File: config.mk
export PLATFORM = sky130hd
export DESIGN_NAME = accel_peak_step_counter
export DESIGN_NICKNAME = d
export VERILOG_FILES = /design/src/sv/apsc_pkg.sv /design/src/sv/accel_peak_step_counter.sv
export SDC_FILE = /design/constraint.sdc
export NUM_CORES = 2
export LEC_CHECK = 0
export BUFFER_PORTS_ARGS = -buffer_cell sky130_fd_sc_hd__buf_2
export CORE_ASPECT_RATIO = 0.6
export CORE_MARGIN = 5
export CORE_UTILIZATION = 32
export DETAILED_ROUTE_END_ITERATION = 8
export GPL_TIMING_DRIVEN = 0
export SYNTH_ARGS = -nofsm -noshare
export SYNTH_HDL_FRONTEND = slang
export SYNTH_SLANG_ARGS = --single-unit
File: constraint.sdc
create_clock -name i_clk -period 10.7 [get_ports i_clk]
set_input_delay 1.07 -clock i_clk [delete_from_list [all_inputs] [get_ports i_clk]]
set_output_delay 1.07 -clock i_clk [all_outputs]
set_load 0.1 [all_outputs]
File: src/sv/apsc_pkg.sv
// Shared types and constants of the accelerometer peak step counter.
package apsc_pkg;

    // Field widths
    localparam int AXIS_W  = 16;
    localparam int MAG_W   = 16;
    localparam int STAMP_W = 32;
    localparam int COUNT_W = 32;
    localparam int RAD_W   = 32;
    localparam int CFG_IDX_W  = 3;
    localparam int CFG_DATA_W = 16;

    // Sequencer step counts
    localparam int CNT_W      = 4;
    localparam logic [CNT_W-1:0] SQ_LAST   = 4'd3;
    localparam logic [CNT_W-1:0] ROOT_LAST = 4'd15;

    // Configuration register indexes
    localparam logic [CFG_IDX_W-1:0] CFG_ENABLE   = 3'd0;
    localparam logic [CFG_IDX_W-1:0] CFG_HIGH_THR = 3'd1;
    localparam logic [CFG_IDX_W-1:0] CFG_LOW_THR  = 3'd2;
    localparam logic [CFG_IDX_W-1:0] CFG_MIN_INT  = 3'd3;
    localparam logic [CFG_IDX_W-1:0] CFG_MAX_INT  = 3'd4;

    // Configuration reset values
    localparam logic [CFG_DATA_W-1:0] MIN_INT_RST = 16'd200;
    localparam logic [CFG_DATA_W-1:0] MAX_INT_RST = 16'd2000;

    // Item kinds
    localparam logic KIND_SAMPLE = 1'b0;
    localparam logic KIND_CLEAR  = 1'b1;

    // Sequencer states
    typedef enum logic [2:0] {
        ST_IDLE,
        ST_SQUARE,
        ST_ROOT,
        ST_WINDOW,
        ST_AVERAGE,
        ST_DETECT,
        ST_OUTPUT
    } t_state;

endpackage

File: src/sv/accel_peak_step_counter.sv
// Step counter top level: magnitude, moving average, hysteresis peak and interval check.
// Clear and disabled items skip the squaring, root and window steps.
// Throughput: one item at a time: shared squaring multiplier, bit-serial square root
//   (one root bit per cycle), then window, average, detect and output steps. The next
//   item is accepted while the previous result waits.
// Reset (synchronous, active low) clears state and configuration; intervals go to 200/2000 ms.
module accel_peak_step_counter
    import apsc_pkg::*;
#(
    parameter int AVERAGE_TAPS = 4
) (
    input  logic                      i_clk,
    input  logic                      i_rst_n,
    // input channel
    input  logic                      i_valid,
    output logic                      o_stall,
    input  logic                      i_kind,
    input  logic signed [AXIS_W-1:0]  i_accel_x,
    input  logic signed [AXIS_W-1:0]  i_accel_y,
    input  logic signed [AXIS_W-1:0]  i_accel_z,
    input  logic [STAMP_W-1:0]        i_timestamp_ms,
    // output channel
    output logic                      o_valid,
    input  logic                      i_stall,
    output logic [COUNT_W-1:0]        o_step_count,
    output logic                      o_step_counted,
    output logic                      o_peak_seen,
    output logic [MAG_W-1:0]          o_filtered_magnitude,
    // configuration write channel
    input  logic                      i_cfg_valid,
    output logic                      o_cfg_ready,
    input  logic [CFG_IDX_W-1:0]      i_cfg_index,
    input  logic [CFG_DATA_W-1:0]     i_cfg_data
);

    // Window sizing and reciprocal for the exact floor average
    localparam int SLOT_W = $clog2(AVERAGE_TAPS);
    localparam int SUM_W  = MAG_W + SLOT_W;
    localparam int SHIFT  = SUM_W + SLOT_W;
    localparam logic [SHIFT-1:0] RECIP =
        SHIFT'(((64'd1 << SHIFT) + 64'(AVERAGE_TAPS) - 64'd1) / 64'(AVERAGE_TAPS));
    localparam logic [SLOT_W-1:0] SLOT_LAST = SLOT_W'(AVERAGE_TAPS - 1);

    // Sequencer
    t_state r_state, n_state;
    logic [CNT_W-1:0] r_cnt;

    // Configuration
    logic             r_enable;
    logic [MAG_W-1:0] r_high_thr, r_low_thr;
    logic [15:0]      r_min_int, r_max_int;

    // Item registers
    logic                  r_sample;
    logic [3*AXIS_W-1:0]   r_axes;
    logic [STAMP_W-1:0]    r_stamp;

    // Magnitude datapath
    logic [2*AXIS_W-1:0]   r_prod;
    logic [RAD_W-1:0]      r_rad;
    logic [MAG_W:0]        r_rem;
    logic [MAG_W-1:0]      r_root;

    // Window and detector state
    logic [MAG_W-1:0]      r_hist [AVERAGE_TAPS];
    logic [SLOT_W-1:0]     r_slot;
    logic [SUM_W-1:0]      r_win_sum;
    logic [MAG_W-1:0]      r_avg;
    logic                  r_armed;
    logic [STAMP_W-1:0]    r_last;
    logic [STAMP_W-1:0]    r_interval;
    logic [COUNT_W-1:0]    r_steps;

    // Pending result and output register
    logic [COUNT_W-1:0]    r_res_count;
    logic                  r_res_counted, r_res_peak;
    logic                  r_out_valid;
    logic [COUNT_W-1:0]    r_out_count;
    logic                  r_out_counted, r_out_peak;
    logic [MAG_W-1:0]      r_out_avg;

    logic in_take, out_free;

    // Handshake outputs
    always_comb begin
        o_stall     = (r_state != ST_IDLE);
        o_cfg_ready = 1'b1;
        o_valid     = r_out_valid;
    end

    assign in_take  = i_valid && !o_stall;
    assign out_free = !r_out_valid || !i_stall;

    assign o_step_count         = r_out_count;
    assign o_step_counted       = r_out_counted;
    assign o_peak_seen          = r_out_peak;
    assign o_filtered_magnitude = r_out_avg;

    // Next state
    always_comb begin
        n_state = r_state;
        unique case (r_state)
            ST_IDLE: begin
                if (in_take) begin
                    n_state = (i_kind == KIND_SAMPLE && r_enable) ? ST_SQUARE : ST_AVERAGE;
                end
            end
            ST_SQUARE:  if (r_cnt == SQ_LAST) n_state = ST_ROOT;
            ST_ROOT:    if (r_cnt == ROOT_LAST) n_state = ST_WINDOW;
            ST_WINDOW:  n_state = ST_AVERAGE;
            ST_AVERAGE: n_state = ST_DETECT;
            ST_DETECT:  n_state = ST_OUTPUT;
            ST_OUTPUT:  if (out_free) n_state = ST_IDLE;
            default:    n_state = ST_IDLE;
        endcase
    end

    always_ff @(posedge i_clk) begin
        if (!i_rst_n) begin
            r_state <= ST_IDLE;
        end else begin
            r_state <= n_state;
        end
    end

    // Step counter for squaring and root phases
    always_ff @(posedge i_clk) begin
        if (!i_rst_n) begin
            r_cnt <= '0;
        end else if (r_state != n_state) begin
            r_cnt <= '0;
        end else begin
            r_cnt <= r_cnt + 1'b1;
        end
    end

    // Configuration writes
    always_ff @(posedge i_clk) begin
        if (!i_rst_n) begin
            r_enable   <= 1'b0;
            r_high_thr <= '0;
            r_low_thr  <= '0;
            r_min_int  <= MIN_INT_RST;
            r_max_int  <= MAX_INT_RST;
        end else if (i_cfg_valid && o_cfg_ready) begin
            unique case (i_cfg_index)
                CFG_ENABLE:   r_enable   <= i_cfg_data[0];
                CFG_HIGH_THR: r_high_thr <= i_cfg_data;
                CFG_LOW_THR:  r_low_thr  <= i_cfg_data;
                CFG_MIN_INT:  r_min_int  <= i_cfg_data;
                CFG_MAX_INT:  r_max_int  <= i_cfg_data;
                default: ;
            endcase
        end
    end

    // Capture the input beat
    always_ff @(posedge i_clk) begin
        if (in_take) begin
            r_sample <= (i_kind == KIND_SAMPLE) && r_enable;
            r_stamp  <= i_timestamp_ms;
        end
    end

    // Squaring: axes shift through one 16x16 multiplier, sum accumulates behind it
    logic [AXIS_W-1:0] cur_axis, abs_axis;
    assign cur_axis = r_axes[AXIS_W-1:0];
    assign abs_axis = cur_axis[AXIS_W-1] ? (~cur_axis + 1'b1) : cur_axis;

    // Root step: two radicand bits enter the remainder, one root bit leaves
    logic [MAG_W+2:0] rem_in, trial, rem_diff;
    assign rem_in   = {r_rem, r_rad[RAD_W-1 -: 2]};
    assign trial    = {1'b0, r_root, 2'b01};
    assign rem_diff = rem_in - trial;

    always_ff @(posedge i_clk) begin
        priority if (in_take) begin
            r_axes <= {i_accel_z, i_accel_y, i_accel_x};
            r_rad  <= '0;
        end else if (r_state == ST_SQUARE) begin
            r_axes <= {{AXIS_W{1'b0}}, r_axes[3*AXIS_W-1:AXIS_W]};
            r_prod <= abs_axis * abs_axis;
            if (r_cnt != '0) begin
                r_rad <= r_rad + r_prod;
            end
            r_rem  <= '0;
            r_root <= '0;
        end else if (r_state == ST_ROOT) begin
            r_rad <= {r_rad[RAD_W-3:0], 2'b00};
            if (rem_in >= trial) begin
                r_rem  <= rem_diff[MAG_W:0];
                r_root <= {r_root[MAG_W-2:0], 1'b1};
            end else begin
                r_rem  <= rem_in[MAG_W:0];
                r_root <= {r_root[MAG_W-2:0], 1'b0};
            end
        end
    end

    // Moving-average window with running sum
    always_ff @(posedge i_clk) begin
        if (!i_rst_n) begin
            for (int k = 0; k < AVERAGE_TAPS; k++) begin
                r_hist[k] <= '0;
            end
            r_slot    <= '0;
            r_win_sum <= '0;
        end else if (r_state == ST_WINDOW) begin
            r_hist[r_slot] <= r_root;
            r_win_sum      <= r_win_sum - SUM_W'(r_hist[r_slot]) + SUM_W'(r_root);
            r_slot         <= (r_slot == SLOT_LAST) ? '0 : r_slot + 1'b1;
        end
    end

    // Floor average by reciprocal multiply; interval since last peak
    logic [SUM_W+SHIFT-1:0] avg_prod;
    assign avg_prod = r_win_sum * RECIP;

    always_ff @(posedge i_clk) begin
        if (r_state == ST_AVERAGE) begin
            r_avg      <= avg_prod[SHIFT +: MAG_W];
            r_interval <= r_stamp - r_last;
        end
    end

    // Hysteresis detector and interval window
    logic fire, arm, in_window;
    assign arm       = r_sample && (r_avg > r_high_thr) && !r_armed;
    assign fire      = r_sample && !arm && (r_avg < r_low_thr) && r_armed;
    assign in_window = (r_interval >= {16'd0, r_min_int}) &&
                       (r_interval <= {16'd0, r_max_int});

    always_ff @(posedge i_clk) begin
        if (!i_rst_n) begin
            r_armed <= 1'b0;
            r_last  <= '0;
            r_steps <= '0;
        end else if (in_take && i_kind == KIND_CLEAR) begin
            r_steps <= '0;
        end else if (r_state == ST_DETECT) begin
            if (arm) begin
                r_armed <= 1'b1;
            end
            if (fire) begin
                r_armed <= 1'b0;
                r_last  <= r_stamp;
                if (in_window) begin
                    r_steps <= r_steps + 1'b1;
                end
            end
        end
    end

    // Pending result
    always_ff @(posedge i_clk) begin
        if (r_state == ST_DETECT) begin
            r_res_count   <= (fire && in_window) ? r_steps + 1'b1 : r_steps;
            r_res_counted <= fire && in_window;
            r_res_peak    <= fire;
        end
    end

    // Output register: loads when empty or when its beat is taken
    always_ff @(posedge i_clk) begin
        if (!i_rst_n) begin
            r_out_valid <= 1'b0;
        end else if (r_state == ST_OUTPUT && out_free) begin
            r_out_valid <= 1'b1;
        end else if (!i_stall) begin
            r_out_valid <= 1'b0;
        end
    end

    always_ff @(posedge i_clk) begin
        if (r_state == ST_OUTPUT && out_free) begin
            r_out_count   <= r_res_count;
            r_out_counted <= r_res_counted;
            r_out_peak    <= r_res_peak;
            r_out_avg     <= r_avg;
        end
    end

    // Checks
    a_load_valid: assert property (@(posedge i_clk) disable iff (!i_rst_n)
        (r_state == ST_OUTPUT && out_free) |=> r_out_valid)
        else $error("result beat not presented after load");

    a_count_needs_peak: assert property (@(posedge i_clk) disable iff (!i_rst_n)
        r_out_valid |-> (!r_out_counted || r_out_peak))
        else $error("step counted without a peak");

    a_slot_range: assert property (@(posedge i_clk) disable iff (!i_rst_n)
        r_slot <= SLOT_LAST)
        else $error("window slot out of range");

    a_root_rem: assert property (@(posedge i_clk) disable iff (!i_rst_n)
        (r_state == ST_ROOT) |=> (r_rem <= {r_root, 1'b0}))
        else $error("root remainder exceeds bound");

    a_busy_no_take: assert property (@(posedge i_clk) disable iff (!i_rst_n)
        (r_state != ST_IDLE && r_state != ST_OUTPUT) |=> (r_state != ST_IDLE))
        else $error("sequencer skipped the output step");

endmodule
==> summary.txt <==
======================================================================================
Run status                                                                finished clean
Total GRT Usage                                                                  15.7%
Kind of launch point of the worst setup path                                      flop
Yosys Warn Count                                                                     0
Cell types occupying the most area after synthesis                        sky130_fd_sc_hd__edfxtp_1 (30%), sky130_fd_sc_hd__dfxtp_1 (11%), sky130_fd_sc_hd__fa_1 (11%)
Cell type with the largest total area after synthesis                     sky130_fd_sc_hd__edfxtp_1
Max-cap violations                                                                   0
DRC violation total after the first TritonRoute iteration                         2340
Combined buffer and inverter count along the critical path                           8
Min-Delay Path Depth                                                                 0
IO Port Bufs                                                                       155
Final clock period utilization by the worst path                                 94.3%
Pin count of the biggest net entering global routing                                41
Width of the chip                                                               432 um
Family with the most delay on the worst path                               adder cells
Worst r2r path cells                                                                28
Slew Limit Headroom                                                              6.49%
Mean instance size in the synthesized netlist                                9.93 um^2
Die height                                                                      263 um
Grt met2 use                                                                     20.5%
Endpoint with the worst hold slack                                        o_step_count[4]$_DFFE_PP_
Htree depth                                                                          2
Core Box Area                                                              106000 um^2
Cell seen most often among critical-path stages                           sky130_fd_sc_hd__inv_1
Worst Path Required                                                           11.08 ns
DRC violation count after routing                                                    0
Sequential cell area                                                        14100 um^2
Area occupied by multi-input gates                                          18200 um^2
Number of placement rows                                                            92
Number of nets in the final layout                                                4225
Num CTS Buffers                                                                     54
Summed instance area of the synthesized netlist                             34200 um^2
Clock Sink Count                                                                   533
Critical path start-end classification                                         reg2reg
Count of cell types in the netlist                                                  85
Startpoint of the lowest-slack hold path                                  r_res_count[4]$_DFFE_PP_
Global-route met1 utilization                                                    25.7%
Arrival time at the worst endpoint                                            10.47 ns
Pin slew with the least headroom to its limit                                  1.39 ns
Slowest cell on crit path                                                 sky130_fd_sc_hd__a2111oi_0
Post-DP HPWL                                                                  71700 um
Number of max-slew violations in the final report                                    0
Area share of the largest cell type after synthesis                              29.9%
Gr busiest metal                                                                  met1
Largest fanout of any net on the critical path                                      10
Most used flip-flop cell after synthesis                                  sky130_fd_sc_hd__edfxtp_1
FFs w/ async S/R, synth                                                             0%
Element type at the critical path end                                             flop
Timing-limited maximum frequency                                              99.1 MHz
Setup repair after global routing missed its margin                                 no
Final estimated routing congestion in global placement                           0.930
Per-cell routed wire length                                                    17.6 um
Global routing met3 resource utilization                                         4.02%
R2r setup slk                                                                  0.61 ns
Number of placed I/O pins                                                          158
Final Skew                                                                   0.0243 ns
Routed vias                                                                      25266
Die area                                                                   114000 um^2
Synthesized instance count                                                        3447
Clk buf depth                                                                        3
Clock network latency to the later pin of the worst-skew pair                  0.63 ns
Post-synthesis register bit count                                                  533
Filler Cell Count                                                                10531
Number of hold-slack violations in the final timing report                           0
Setup violation total in the final timing report                                     0
Crit-path max cell delay                                                       1.04 ns
Number of global-route vias before repair                                        24052
Remaining antenna violation count after routing                                      0
Initial standard-cell utilization of the core                                    32.4%
Startpoint of the worst register-to-register path                         r_axes[0]$_DFFE_PP_
Hold-fix buffer count after cts                                                      0
Capture point of the worst reg-to-reg path                                r_prod[30]$_DFFE_PP_
Final setup TNS                                                                   0 ns
Drt pass-1 iters                                                                     6
Post-synth EDFFs                                                                   341
Clk root buf                                                              sky130_fd_sc_hd__clkbuf_16
Min-delay worst type                                                           reg2reg
CTS tree                                                                           yes
Sequential-to-total area share from yosys stat                                   41.1%
Final worst path period need                                                  10.09 ns
Total overflow reported by the global router                                         0
Area added between synthesis and finish                                          14.0%
Wire length of the first global-routing pass                                 142000 um
Proportion of layout cells with a drive suffix above 1                           8.90%
Clock slew at the register clock pins of the worst setup and hold paths        0.07 ns
Antenna violations before repair                                                     6
Detailed-route wire length                                                    90600 um
Number of vias per cell                                                           4.92
======================================================================================
-- synthesized netlist by cell type (6+ instances only) --
cell type,instances
sky130_fd_sc_hd__nor4_1,24
sky130_fd_sc_hd__or3_1,12
sky130_fd_sc_hd__xnor2_1,88
sky130_fd_sc_hd__a211oi_1,18
sky130_fd_sc_hd__and3_1,60
sky130_fd_sc_hd__clkbuf_1,95
sky130_fd_sc_hd__buf_1,8
sky130_fd_sc_hd__ha_1,264
sky130_fd_sc_hd__dfxtp_1,192
sky130_fd_sc_hd__nor2b_1,29
sky130_fd_sc_hd__edfxtp_1,341
sky130_fd_sc_hd__xor2_1,67
sky130_fd_sc_hd__mux2i_1,16
sky130_fd_sc_hd__o31ai_1,19
sky130_fd_sc_hd__o21bai_1,8
sky130_fd_sc_hd__a21boi_0,100
sky130_fd_sc_hd__o21a_1,24
sky130_fd_sc_hd__nor2_1,241
sky130_fd_sc_hd__inv_1,427
sky130_fd_sc_hd__o21ai_0,110
sky130_fd_sc_hd__a21oi_1,151
sky130_fd_sc_hd__nand2b_1,20
sky130_fd_sc_hd__and4_1,7
sky130_fd_sc_hd__nand4_1,27
sky130_fd_sc_hd__buf_2,11
sky130_fd_sc_hd__a21o_1,75
sky130_fd_sc_hd__a31oi_1,11
sky130_fd_sc_hd__o22ai_1,8
sky130_fd_sc_hd__fa_1,181
sky130_fd_sc_hd__nor3_1,30
sky130_fd_sc_hd__nand2_1,502
sky130_fd_sc_hd__or2_2,6
sky130_fd_sc_hd__o211ai_1,48
sky130_fd_sc_hd__nand3_1,60
sky130_fd_sc_hd__and2_1,54
sky130_fd_sc_hd__mux4_2,16
sky130_fd_sc_hd__a221o_1,11
-- through the flow --
step	hold slack [ns]	instance area [um^2]	worst slack [ns]	cells	utilization, %
after floorplan	0.400	34300	2.77	3457	-
final	0.421	39000	0.611	5135	37.0
after CTS	0.421	39000	0.351	5131	36.9
after global placement	0.404	36800	0.368	5022	34.9
after detailed placement	0.405	37000	0.401	5029	35.0
after global routing	0.426	39000	0.0643	5134	37.0
-- kinds of logic after synthesis --
family / synth area share (%)
multiplexers: 1.55
adder cells (fa/ha/maj): 20.2
buffers and inverters: 6.07
XOR/XNOR: 4.14
AND/OR/NAND/NOR: 14.5
flip-flops: 41.1
AO/OA/AOI/OAI: 12.3
other: 0.0219
-- cell type report --
type / count / share of cell area (%)
timing repair buffer: 162 / 2.32
multi-input combinational: 2375 / 46.6
sequential: 533 / 36.1
tap: 1410 / 4.52
inverter: 434 / 4.18
clock buffer: 73 / 4.21
clock inverter: 29 / 0.863
buffer: 115 / 1.16
antenna: 4 / 0.0257
-- what timing repair did --
item	in CTS	in global routing
buffers inserted	0	0
gates resized for setup	0	5
endpoints found under the setup margin	0	6
-- registers in the layout (all words and copies together), names as in the netlist, 17 cells and up, named ones only --
register / cells
r_last: 32
r_rad: 32
r_axes: 48
r_hist: 64
r_stamp: 32
o_step_count: 32
r_res_count: 32
r_prod: 31
r_rem: 17
r_interval: 32
r_win_sum: 18
r_steps: 32
-- how the worst max path moves through the flow --
| stage | start | to | slack, ns | cells after the start |
|---|---|---|---|---|
| finish | r_axes[0]$_DFFE_PP_ | r_prod[30]$_DFFE_PP_ | 0.61 | 28 |
| global route | r_axes[0]$_DFFE_PP_ | r_prod[30]$_DFFE_PP_ | 0.06 | 26 |
| CTS | r_axes[0]$_DFFE_PP_ | r_prod[30]$_DFFE_PP_ | 0.35 | 28 |
| detailed placement | r_axes[0]$_DFFE_PP_ | r_prod[30]$_DFFE_PP_ | 0.40 | 28 |
| global placement | r_axes[0]$_DFFE_PP_ | r_prod[30]$_DFFE_PP_ | 0.37 | 29 |
| floorplan | r_axes[0]$_DFFE_PP_ | r_prod[30]$_DFFE_PP_ | 2.77 | 28 |
-- placed cells by master (no fill, tap or decap), types with 29 or more instances in the layout --
| cell type | netlist | final |
|---|---|---|
| sky130_fd_sc_hd__clkbuf_16 | 0 | 60 |
| sky130_fd_sc_hd__nand3_1 | 60 | 60 |
| sky130_fd_sc_hd__xnor2_1 | 88 | 88 |
| sky130_fd_sc_hd__nor3_1 | 30 | 29 |
| sky130_fd_sc_hd__buf_2 | 11 | 167 |
| sky130_fd_sc_hd__ha_1 | 264 | 264 |
| sky130_fd_sc_hd__o211ai_1 | 48 | 48 |
| sky130_fd_sc_hd__a21o_1 | 75 | 75 |
| sky130_fd_sc_hd__o21ai_0 | 110 | 109 |
| sky130_fd_sc_hd__clkbuf_1 | 95 | 98 |
| sky130_fd_sc_hd__nand2_1 | 502 | 501 |
| sky130_fd_sc_hd__nor2b_1 | 29 | 29 |
| sky130_fd_sc_hd__fa_1 | 181 | 181 |
| sky130_fd_sc_hd__and3_1 | 60 | 60 |
| sky130_fd_sc_hd__edfxtp_1 | 341 | 341 |
| sky130_fd_sc_hd__inv_1 | 427 | 427 |
| sky130_fd_sc_hd__and2_1 | 54 | 53 |
| sky130_fd_sc_hd__xor2_1 | 67 | 65 |
| sky130_fd_sc_hd__a21oi_1 | 151 | 150 |
| sky130_fd_sc_hd__dfxtp_1 | 192 | 192 |
| sky130_fd_sc_hd__nor2_1 | 241 | 239 |
| sky130_fd_sc_hd__a21boi_0 | 100 | 100 |
-- routing by layer --
layer | wire (um) | up-vias
met5 | 13 | -
met4 | 1440 | 2
met3 | 8220 | 90
met2 | 33900 | 828
met1 | 47000 | 12151
li1 | - | 12195
Power is left out: the tool's default activity adds up to more than one toggle a clock period on the data nets, which glitch-free logic cannot reach.
